File: config.mk
export PLATFORM = sky130hd
export DESIGN_NAME = multi_queue_shared_buffer
export DESIGN_NICKNAME = d
export VERILOG_FILES = /design/src/sv/mqsb_pkg.sv /design/src/sv/mqsb_ram.sv /design/src/sv/multi_queue_shared_buffer.sv
export VERILOG_INCLUDE_DIRS = /design/src /design/src/sv
export SDC_FILE = /design/constraint.sdc
export NUM_CORES = 2
export LEC_CHECK = 0
export BUFFER_PORTS_ARGS = -buffer_cell sky130_fd_sc_hd__buf_2
export CAP_MARGIN = 0
export CORE_MARGIN = 5
export CORE_UTILIZATION = 43
export CTS_CLUSTER_SIZE = 10
export DETAILED_ROUTE_END_ITERATION = 16
export PLACE_DENSITY_LB_ADDON = 0.2
export SLEW_MARGIN = 20
export SYNTH_ARGS = -nofsm -noshare
export SYNTH_HDL_FRONTEND = slang
export SYNTH_SLANG_ARGS = --single-unit
File: constraint.sdc
create_clock -name clk -period 5.51 [get_ports clk]
set_input_delay 0.551 -clock clk [delete_from_list [all_inputs] [get_ports clk]]
set_output_delay 0.551 -clock clk [all_outputs]
set_load 0.005 [all_outputs]
File: src/sv/multi_queue_shared_buffer_assert.svh
// Assertion macros for the multi-queue shared buffer RTL.
`ifndef MULTI_QUEUE_SHARED_BUFFER_ASSERT_SVH
`define MULTI_QUEUE_SHARED_BUFFER_ASSERT_SVH

// Property checked at every clock edge outside reset.
`define MQSB_ASSERT(label, clk_s, rst_s, prop, msg) \
    label: assert property (@(posedge clk_s) disable iff (!rst_s) prop) else $error(msg);

// Property checked at every clock edge, reset included.
`define MQSB_ASSERT_ALWAYS(label, clk_s, prop, msg) \
    label: assert property (@(posedge clk_s) prop) else $error(msg);

`endif

File: src/sv/mqsb_pkg.sv
// Package: operation and status codes and fixed port widths of the shared buffer.
`timescale 1ns / 1ps
`default_nettype none

package mqsb_pkg;

    localparam int QID_W   = 3;
    localparam int VALUE_W = 32;

    typedef enum logic
    {
        MODE_PUSH = 1'b0,
        MODE_POP  = 1'b1
    } mode_t;

    typedef enum logic [1:0]
    {
        STATUS_DONE  = 2'd0,
        STATUS_FULL  = 2'd1,
        STATUS_EMPTY = 2'd2
    } status_t;

endpackage

`default_nettype wire

File: src/sv/mqsb_ram.sv
// Simple dual-port RAM: one write, one registered read, write-first on address match.
`timescale 1ns / 1ps
`default_nettype none

module mqsb_ram #(
    parameter int WIDTH = 32,
    parameter int DEPTH = 64
) (
    input  wire logic                                      clk,
    input  wire logic                                      rst_n,
    input  wire logic                                      we,
    input  wire logic [((DEPTH > 1) ? $clog2(DEPTH) : 1)-1:0] waddr,
    input  wire logic [WIDTH-1:0]                          wdata,
    input  wire logic                                      re,
    input  wire logic [((DEPTH > 1) ? $clog2(DEPTH) : 1)-1:0] raddr,
    output logic      [WIDTH-1:0]                          rdata
);

    logic [WIDTH-1:0] mem [DEPTH];
    logic [WIDTH-1:0] rd_mem_reg;
    logic [WIDTH-1:0] byp_data_reg;
    logic             byp_reg;

    always_ff @(posedge clk)
    begin
        if (we)
        begin
            mem[waddr] <= wdata;
        end
        if (re)
        begin
            rd_mem_reg   <= mem[raddr];
            byp_data_reg <= wdata;
        end
    end

    always_ff @(posedge clk or negedge rst_n)
    begin
        if (!rst_n)
        begin
            byp_reg <= 1'b0;
        end
        else if (re)
        begin
            byp_reg <= we && (waddr == raddr);
        end
    end

    assign rdata = byp_reg ? byp_data_reg : rd_mem_reg;

endmodule

`default_nettype wire

File: src/sv/multi_queue_shared_buffer.sv
// Top level: several FIFO queues linked through one shared slot store with a free list.
//
// Usage:
//   Input channel (in_valid/in_ready) carries mode, queue_id and value. A push
//   appends value to queue queue_id; a pop removes that queue's oldest word.
//   Output channel (out_valid/out_ready) returns one status/data_out transfer
//   per input transfer, in order: DONE, FULL (push with no free slot or bad
//   queue id) or EMPTY (pop of an empty queue or bad queue id). data_out holds
//   the popped word on a successful pop and zero otherwise.
//   Order: the input transfer loads the input stage and issues the slot-memory
//   reads; the input stage then passes its item into the result register, but
//   not while a result held there has not been taken.
//   Throughput: one item per cycle while out_ready stays high. The next
//   item's read address comes from the link word read for the item in
//   flight, muxed straight into the registered-read port of the link memory.
//   Reset: all queues empty, free list chains every slot in order. A fill
//   count stands in for the link memory's initial contents, so the block
//   takes items straight after reset.
//   Stall: while out_ready is low a valid result holds in the result register,
//   the input stage then holds, and in_ready drops once both are occupied.
`timescale 1ns / 1ps
`default_nettype none

module multi_queue_shared_buffer #(
    parameter int SLOTS      = 64,
    parameter int QUEUES     = 8,
    parameter int DATA_WIDTH = 32
) (
    input  wire logic                          clk,
    input  wire logic                          rst_n,
    input  wire logic                          in_valid,
    output logic                               in_ready,
    input  wire mqsb_pkg::mode_t               mode,
    input  wire logic [mqsb_pkg::QID_W-1:0]    queue_id,
    input  wire logic signed [mqsb_pkg::VALUE_W-1:0] value,
    output logic                               out_valid,
    input  wire logic                          out_ready,
    output mqsb_pkg::status_t                  status,
    output logic signed [mqsb_pkg::VALUE_W-1:0] data_out
);

    import mqsb_pkg::*;

    `include "multi_queue_shared_buffer_assert.svh"

    localparam int IDX_W  = $clog2(SLOTS);
    localparam int LINK_W = $clog2(SLOTS + 1);
    localparam int QIDX_W = (QUEUES > 1) ? $clog2(QUEUES) : 1;
    localparam logic [LINK_W-1:0] NIL = LINK_W'(SLOTS);

    // input stage
    logic                       s1_valid_reg;
    mode_t                      s1_mode_reg;
    logic [QID_W-1:0]           s1_qid_reg;
    logic signed [VALUE_W-1:0]  s1_value_reg;
    logic [IDX_W-1:0]           lrd_addr_reg;
    logic                       lrd_fresh_reg;

    // queue and free-list state
    logic [LINK_W-1:0]          queue_head_reg [QUEUES];
    logic [IDX_W-1:0]           queue_tail_reg [QUEUES];
    logic [LINK_W-1:0]          free_head_reg;
    logic [LINK_W-1:0]          free_head_next;
    logic [LINK_W-1:0]          fill_reg;
    logic [LINK_W-1:0]          fill_next;

    // result register
    logic                       out_valid_reg;
    status_t                    status_reg;
    logic signed [VALUE_W-1:0]  data_out_reg;

    // execute stage
    logic                       exec;
    logic                       accept;
    logic [QIDX_W-1:0]          qx;
    logic                       q_ok;
    logic [LINK_W-1:0]          head;
    logic [LINK_W-1:0]          link_rdata;
    logic [LINK_W-1:0]          link_rd;
    logic [DATA_WIDTH-1:0]      data_rdata;
    logic signed [DATA_WIDTH-1:0] data_rd_s;
    logic                       head_we;
    logic [LINK_W-1:0]          head_wdata;
    logic                       tail_we;
    logic [IDX_W-1:0]           tail_wdata;
    logic                       link_we;
    logic [IDX_W-1:0]           link_waddr;
    logic [LINK_W-1:0]          link_wdata;
    logic                       data_we;
    logic [IDX_W-1:0]           data_waddr;
    logic [DATA_WIDTH-1:0]      data_wdata;
    status_t                    status_next;
    logic signed [VALUE_W-1:0]  data_out_next;

    // read issue
    logic [QIDX_W-1:0]          qin;
    logic [LINK_W-1:0]          head_in;
    logic [LINK_W-1:0]          link_raddr;

    assign exec     = s1_valid_reg && (!out_valid_reg || out_ready);
    assign in_ready = !s1_valid_reg || exec;
    assign accept   = in_valid && in_ready;

    assign qx        = QIDX_W'(s1_qid_reg);
    assign q_ok      = 32'(s1_qid_reg) < QUEUES;
    assign head      = queue_head_reg[qx];
    assign data_rd_s = data_rdata;

    // never-written link entries read as their reset chain i -> i+1
    assign link_rd = lrd_fresh_reg ? link_rdata : (LINK_W'(lrd_addr_reg) + LINK_W'(1));

    always_comb
    begin
        free_head_next = free_head_reg;
        fill_next      = fill_reg;
        head_we        = 1'b0;
        head_wdata     = head;
        tail_we        = 1'b0;
        tail_wdata     = free_head_reg[IDX_W-1:0];
        link_we        = 1'b0;
        link_waddr     = queue_tail_reg[qx];
        link_wdata     = free_head_reg;
        data_we        = 1'b0;
        data_waddr     = free_head_reg[IDX_W-1:0];
        data_wdata     = DATA_WIDTH'(s1_value_reg);
        status_next    = STATUS_DONE;
        data_out_next  = '0;
        unique case (s1_mode_reg)
            MODE_PUSH:
            begin
                if (!q_ok || (free_head_reg == NIL))
                begin
                    status_next = STATUS_FULL;
                end
                else if (exec)
                begin
                    free_head_next = link_rd;
                    if (free_head_reg == fill_reg)
                    begin
                        fill_next = fill_reg + LINK_W'(1);
                    end
                    if (head == NIL)
                    begin
                        head_we    = 1'b1;
                        head_wdata = free_head_reg;
                    end
                    else
                    begin
                        link_we = 1'b1;
                    end
                    tail_we = 1'b1;
                    data_we = 1'b1;
                end
            end
            MODE_POP:
            begin
                if (!q_ok || (head == NIL))
                begin
                    status_next = STATUS_EMPTY;
                end
                else
                begin
                    data_out_next = VALUE_W'(data_rd_s);
                    if (exec)
                    begin
                        head_we        = 1'b1;
                        // last entry: the tail's link was never set
                        head_wdata     = (head[IDX_W-1:0] == queue_tail_reg[qx]) ? NIL : link_rd;
                        link_we        = 1'b1;
                        link_waddr     = head[IDX_W-1:0];
                        link_wdata     = free_head_reg;
                        free_head_next = head;
                    end
                end
            end
            default:
            begin
                status_next = STATUS_DONE;
            end
        endcase
    end

    // next item's read address sees this cycle's updates
    assign qin     = QIDX_W'(queue_id);
    assign head_in = (head_we && (qin == qx)) ? head_wdata : queue_head_reg[qin];

    always_comb
    begin
        unique case (mode)
            MODE_PUSH: link_raddr = free_head_next;
            MODE_POP:  link_raddr = head_in;
            default:   link_raddr = free_head_next;
        endcase
    end

    mqsb_ram #(
        .WIDTH (LINK_W),
        .DEPTH (SLOTS)
    ) u_link_ram (
        .clk   (clk),
        .rst_n (rst_n),
        .we    (link_we),
        .waddr (link_waddr),
        .wdata (link_wdata),
        .re    (accept),
        .raddr (link_raddr[IDX_W-1:0]),
        .rdata (link_rdata)
    );

    mqsb_ram #(
        .WIDTH (DATA_WIDTH),
        .DEPTH (SLOTS)
    ) u_data_ram (
        .clk   (clk),
        .rst_n (rst_n),
        .we    (data_we),
        .waddr (data_waddr),
        .wdata (data_wdata),
        .re    (accept),
        .raddr (head_in[IDX_W-1:0]),
        .rdata (data_rdata)
    );

    always_ff @(posedge clk or negedge rst_n)
    begin
        if (!rst_n)
        begin
            s1_valid_reg  <= 1'b0;
            out_valid_reg <= 1'b0;
            free_head_reg <= '0;
            fill_reg      <= '0;
            for (int i = 0; i < QUEUES; i++)
            begin
                queue_head_reg[i] <= NIL;
            end
        end
        else
        begin
            if (accept)
            begin
                s1_valid_reg <= 1'b1;
            end
            else if (exec)
            begin
                s1_valid_reg <= 1'b0;
            end
            if (exec)
            begin
                out_valid_reg <= 1'b1;
            end
            else if (out_ready)
            begin
                out_valid_reg <= 1'b0;
            end
            free_head_reg <= free_head_next;
            fill_reg      <= fill_next;
            if (head_we)
            begin
                queue_head_reg[qx] <= head_wdata;
            end
        end
    end

    always_ff @(posedge clk)
    begin
        if (accept)
        begin
            s1_mode_reg   <= mode;
            s1_qid_reg    <= queue_id;
            s1_value_reg  <= value;
            lrd_addr_reg  <= link_raddr[IDX_W-1:0];
            lrd_fresh_reg <= link_raddr < fill_next;
        end
        if (tail_we)
        begin
            queue_tail_reg[qx] <= tail_wdata;
        end
        if (exec)
        begin
            status_reg   <= status_next;
            data_out_reg <= data_out_next;
        end
    end

    assign out_valid = out_valid_reg;
    assign status    = status_reg;
    assign data_out  = data_out_reg;

    `MQSB_ASSERT(a_fill_bound, clk, rst_n, fill_reg <= NIL, "fill count beyond slot count")
    `MQSB_ASSERT(a_full_means_filled, clk, rst_n, (free_head_reg == NIL) |-> (fill_reg == NIL), "free list empty with unused slots")
    `MQSB_ASSERT(a_no_data_on_fail, clk, rst_n, (out_valid_reg && (status_reg != STATUS_DONE)) |-> (data_out_reg == '0), "data on failed transfer")
    `MQSB_ASSERT(a_free_head_range, clk, rst_n, (free_head_reg == NIL) || (free_head_reg <= fill_reg), "free head beyond fill count")

endmodule

`default_nettype wire

======== Word-level counts from Yosys, hierarchy flattened ========
Memories as Yosys holds them, arrays and structs flattened. A register that Yosys moved wholly into a read port is not among the register bits.
Index checks and enable logic that the tools add are counted.
word-level totals
  memory bits (writable) .................. 2,544
  input port bits ......................... 40
  register bits after elaboration ......... 190
  memories kept ........................... 3
  output and inout bits ................... 36
  word-level logic and storage cells ...... 113
memories
  name            depth  bits a word  read ports  clocked after Yosys merged registers in  wr ports  line                             source
  u_data_ram.mem  64     32           1           1                                        1         mqsb_ram.sv:19                   logic [WIDTH-1:0] mem [DEPTH];
  u_link_ram.mem  64     7            1           1                                        1         mqsb_ram.sv:19
  queue_tail_reg  8      6            1           1                                        1         multi_queue_shared_buffer.sv:61  logic [IDX_W-1:0] queue_tail_reg [QUEUES];
cells by class
  $add $sub $neg .......................... 2
  reductions and logical operators ........ 13
  equality and inequality tests ........... 7
  multiplexer cells ....................... 57
  bitwise logic cells ..................... 4
  $lt $le $gt $ge ......................... 4
operator list
  operator               count
  $mux W7                22
  $bwmux W56             1
  $bmux W7 S3            2
  $pmux W7 S2            3
  $mux W32               1
  $demux W7 S3           1
  $mux W1                19
  $eq A6 B6 Y1           3
  $mux W6                3
  $eq A7 B7 Y1 const B   2
  $ge A4 B4 Y1 const B   2
  $not A3 Y4             2
  $add A6 B1 Y7 const B  1
  $add A7 B1 Y7 const B  1
  $eq A7 B7 Y1           1
  $lt A7 B7 Y1           1
  $logic_and A1 B1 Y1    6
  $lt A4 B1 Y1 const B   1
  $pmux W1 S2            2
  $pmux W2 S2            1
  $reduce_bool A2 Y1     2
  $eq A3 B3 Y1           1
  $mux W3                1
  $logic_not A1 Y1       2
  other kinds (4)        6

======== Logic depth before layout (Yosys ltp) ========
  word-level depth ........................ 14
  mapped depth ............................ 23
  gate-level depth less buffers ........... 16

======== Modules after synthesis ========
A second synthesis with hierarchy kept.
second synthesis, totals
  cells, all modules ...................... 5,031
  area, all modules ....................... 108,335.2 um^2
by module, submodules not included
  module                     cells an instance  times used  sequential area each (um^2)  area an instance (um^2)
  mqsb_ram at u_data_ram     3,498              1           63,445.8                     80,392.1
  mqsb_ram at u_link_ram     894                1           13,898.3                     18,396.4
  multi_queue_shared_buffer  639                1           5,625.4                      9,546.7

======== Worst setup path after synthesis ========
No wires, ideal clock.
  path kind ............................... input port to flip-flop
  start ................................... input out_ready
  end ..................................... memory u_data_ram.mem[31][0] (enable)
  slack ................................... 918 ps
  stages .................................. 8
  library setup time ...................... 421 ps
  required time ........................... 5,089 ps
  arrival ................................. 4,171 ps
  path buffers ............................ 2
  cells stage by stage .................... nand2b_1 nand2_1 clkbuf_1 inv_1 clkbuf_1 and3_1 nand3_1 nor2_1
between the ends
  longest elaborated chain between the ends .. 7
RTL lines
  item                           line                              source
  from (decl)                    multi_queue_shared_buffer.sv:37   input wire logic out_ready,
  $logic_or A1 B1 Y1             multi_queue_shared_buffer.sv:100  assign exec = s1_valid_reg && (!out_valid_reg || out_ready);
  $logic_and A1 B1 Y1            multi_queue_shared_buffer.sv:100
  named net exec                 multi_queue_shared_buffer.sv:73   logic exec;
  $mux W1                        multi_queue_shared_buffer.sv:135  else if (exec)
  $mux W1                        multi_queue_shared_buffer.sv:131  if (!q_ok || (free_head_reg == NIL))
  $mux W1                        multi_queue_shared_buffer.sv:128  unique case (s1_mode_reg)
  $mux W1                        mqsb_ram.sv:26                    if (we)
  $mux W1 (not written as such)  mqsb_ram.sv:28                    mem[waddr] <= wdata;
  to (decl)                      mqsb_ram.sv:19
The timed path passes the listed nets, and every way through them passes these cells.

======== Worst setup path in the final report ========
  start ................................... register s1_qid_reg[1], in the netlist qx[1]
  end ..................................... register u_data_ram.rd_mem_reg[8] (read register of u_data_ram.mem), data pin
between the ends
  longest elaborated chain between the ends .. 11
  elaborated cells between the ends (all ways) .. 21
  those cells by class .................... eq/ne (3); mux (16); bitwise (1); reduce/logical (1)
RTL lines
  item                                         line                                                                source
  from (decl)                                  multi_queue_shared_buffer.sv:54                                     logic [QID_W-1:0] s1_qid_reg;
  from (signal assigned)                       multi_queue_shared_buffer.sv:269                                    s1_qid_reg <= queue_id;
  $not A3 Y4 (not written as such)             multi_queue_shared_buffer.sv:106                                    assign head = queue_head_reg[qx];
  $bmux W7 S3                                  multi_queue_shared_buffer.sv:106
  $mux W7 (not written as such) (2 in series)  multi_queue_shared_buffer.sv:106
  $eq A7 B7 Y1                                 multi_queue_shared_buffer.sv:142, multi_queue_shared_buffer.sv:157
  $mux W1                                      multi_queue_shared_buffer.sv:142                                    if (head == NIL)
  $mux W1                                      multi_queue_shared_buffer.sv:135
  $mux W1                                      multi_queue_shared_buffer.sv:131
  $pmux W1 S2                                  multi_queue_shared_buffer.sv:128
  $logic_and A1 B1 Y1                          multi_queue_shared_buffer.sv:185                                    assign head_in = (head_we && (qin == qx)) ? head_wdata : queue_head_reg[qin];
  $mux W7 *                                    multi_queue_shared_buffer.sv:185
  to (decl)                                    mqsb_ram.sv:20                                                      logic [WIDTH-1:0] rd_mem_reg;
Mark *: on every way between the ends. The rest lies on a longest branch, timed or not. The select of a mux whose other input is x is not followed.
A chain may end at the register's enable or synchronous reset.

==> results.cfg <==
[cells_and_area]
nets = 8631
syn_to_final_growth_pct = 14.5
fin_cells = 12218
n_fill_cell = 22437
multi_input_area_um2 = 29800
drive_gt1_share_pct = 14.2
stdcell_area_um2 = 131000
seq_area_um2 = 83000
largest_reg_flops = 2048

[cts]
cts.clk_slew.worst_paths_ns = 0.05
cts_buffers = 322
cts_tree = built
insertion_delay_ns = 0.93
htree_levels = 5
clockRootBuffer = clkbuf_16
cts_sinks = 2776
clk_path_buf_depth = 4

[timing]
hold_viol = 0
fin_crit_ns = 5.40
grt_setup_unrepaired = false
worst_clock_skew_ns = 0.0663
relSlewSlack_pct = 23.5
setup_violations = 0
drv_slew = 0
fmax_mhz = 185
timing.final.crit_share_pct = 98.1
worst_pin_slew_ns = 1.15

[place]
port_buffers = 75
place_area_um2 = 122000
hpwlAfterDp_um = 204000
dp_cells = 11751
place_congestion = 0.872

[pwr]
p_seq_share_pct = 40.3
clkPwrFrac_pct = 30.6
peakVddDrop_mv = 0.343
p_per_area_nw_per_um2 = 469
power_switching_mw = 20.6
power.leakage_nw = 44.2
swShare_pct = 33.4
combPwrFrac_pct = 29.1
p_int_mw = 41.1

[detailed_routing]
routed_wl_um = 350000
ant_nets = 0
vias = 72952
vias_per_cell = 5.97
drt_iter0_drc = 8873
drc = 0
firstDrtPassIters = 6
drt-wirelength-per-cell_um = 28.7

[grt]
overflow = 0
grt_pass1_vias = 70927
grt_first_pass_wirelength_um = 503000
antenna_found_initial = 10
grt_usage_pct = 24.6
grt_max_degree = 170

[synth]
yosysWarnings = 0
yosys_most_used_dff = edfxtp_1
yosys-top-cells-area = edfxtp_1, nand2_1, nand3_1
syn_area_um2 = 115000
ys_seq_area_share_pct = 72.3
yosysUniqueCellTypes = 90
synth-edff-count = 2699
synth.largest_area_cell = edfxtp_1
synth.top_cell.area_share_pct = 70.6
syn_inst = 8264
ys_ff_latch = 2776
ys_async_sr_fraction_pct = 2.67
syn_nets = 8312
avgSynthCellArea_um2 = 13.9

[floorplanning]
rows = 189
pin_count = 76
core_area_um2 = 265000
die_area_um2 = 277000
die_h_um = 527
fp.dieW_um = 527
start_util_pct = 43.3

[worst_setup_path]
slowest_delay_ns = 0.59
cp_data_required_time_ns = 6.04
crit_type = flop to flop
cp.buffers_inverters = 4
startpoint_type = flop
crit_fanout = 36
crit_path_frequent_cell = buf_4
worstPathCellList = buf_4, buf_4, mux4_2, mux2_2, xor2_1, nand3_1, or4_4, a32o_1, o21ai_4, buf_4, buf_12, mux4_2, a221oi_1, a31oi_2, nor3_2, nand4_1
crit_path_end_kind = flop
cpLargestDelayFamily = multiplexers
critical-path-slowest-cell = mux4_2
critPathArrivalTime_ns = 5.94

[min_path]
hold_class = primary input to flop

[status]
status = finished clean

[flow_run]
max_cap_viol_count = 0
repair_timing:
action | in CTS | in global routing
setup endpoints to repair | 2 | 1
cloned | 1 | 0
resized for setup | 4 | 1
pin swaps | 1 | 2
hold buffers | 36 | 0
setup buffers | 2 | 2
hold endpoints to repair | 100 | 0
layout make-up:
cell class / count / area share (%)
timing repair buffer: 535 / 3.93
clock inverter: 37 / 0.401
tap: 3533 / 3.36
inverter: 28 / 0.0905
clock buffer: 382 / 6.40
multi-input combinational: 4920 / 22.7
sequential: 2776 / 63.2
antenna: 7 / 0.0133
routing by layer:
metal / vias up / routed length [µm] / global-route usage [%]
met5: - / 53 / 0
met1: 37325 / 140000 / 33.2
met2: 3250 / 170000 / 40.6
li1: 31693 / - / -
met4: 8 / 13700 / 9.14
met3: 676 / 26100 / 3.70
layout by cell type (no fill, tap or decap), types with 88 or more instances in the layout:
cell type	instances
nand4_1	88
buf_4	327
nand2_1	1740
mux2i_1	319
clkbuf_16	327
mux4_2	175
buf_12	94
nand3_1	1163
edfxtp_1	2699
a21oi_1	210
o21ai_0	112
nor2_1	233
o211ai_1	133
per-stage QoR:
step	setup TNS [ns]	power [mW]	hold slack, ns	utilization, %	setup WS, ns
CTS	0	62.0	0.0910	49.5	0.0376
finish	0	61.7	0.138	49.5	0.107
global route	0	64.1	0.115	49.5	0.0149
detailed placement	-0.516	43.1	0.488	46.0	-0.476
global placement	-0.448	43.0	0.488	46.0	-0.448
floorplan	0	36.1	0.255	-	0.918
logic make-up (layout without fill, tap and decap cells):
| kind of cell | after synthesis | after routing | share of synthesized area, % |
|---|---|---|---|
| xor+xnor | 35 | 35 | 0.267 |
| simple gates | 3504 | 3504 | 13.4 |
| mux | 587 | 587 | 7.13 |
| compound gates | 786 | 786 | 4.45 |
| buf+inv | 568 | 982 | 2.36 |
| flops | 2776 | 2776 | 72.3 |
| fa+ha+maj | 8 | 8 | 0.0872 |
| other cells | 0 | 7 | 0 |
cells in the mapped netlist (all sizes together), types with 4 or more instances:
library cell / instances
a32oi: 6
nand3b: 4
mux4: 175
nand4: 88
o32ai: 6
edfxtp: 2699
dfstp: 8
a221oi: 8
clkbuf: 237
or3: 4
mux2: 93
a2111oi: 10
nor2b: 54
a31oi: 59
a311oi: 24
xnor2: 26
a21o: 6
a21oi: 214
o2111ai: 5
o22ai: 65
xor2: 9
o31ai: 6
nand2: 1742
a22oi: 30
or4: 9
o21ai: 122
nand2b: 8
o211ai: 135
a32o: 5
nor4: 41
a211oi: 63
and2: 8
and3: 11
ha: 8
inv: 26
mux2i: 319
nor3: 41
nor2: 313
dfrtp: 66
nand3: 1164
buf: 303
o221ai: 5
worst register-to-register path, stage by stage (launching register included):
cell,delay (ns)
edfxtp_1,0.38
buf_4,0.16
buf_4,0.15
mux4_2,0.40
mux2_2,0.34
xor2_1,0.16
nand3_1,0.11
or4_4,0.58
a32o_1,0.33
o21ai_4,0.27
buf_4,0.19
buf_12,0.24
mux4_2,0.64
a221oi_1,0.33
a31oi_2,0.21
nor3_2,0.36
nand4_1,0.22
power groups by stage:
stage	sequential [mW]	combinational (mW)	clock [mW]
final	24.8	18.0	18.9
after global routing	24.9	19.2	20.1
after CTS	24.8	18.0	19.2
after detailed placement	25.3	17.9	0
after global placement	25.3	17.7	0
after floorplan	25.4	10.7	0
final timing paths:
| path | slack (ns) | from | end | depth (start not counted) |
|---|---|---|---|---|
| max | 0.11 | qx[1] | u_data_ram.rd_mem_reg[8] | 16 |
| min | 0.14 | queue_id[0] | qx[0] | 1 |
| max reg2reg | 0.11 | qx[1] | u_data_ram.rd_mem_reg[8] | 16 |
| min reg2reg | 0.50 | s1_valid_reg | out_valid | 1 |
| max in group asynchronous | 4.60 | rst_n | u_data_ram.byp_reg | 2 |
| min in group asynchronous | 0.27 | rst_n | s1_valid_reg | 2 |
(Power assumes the default switching activity.)
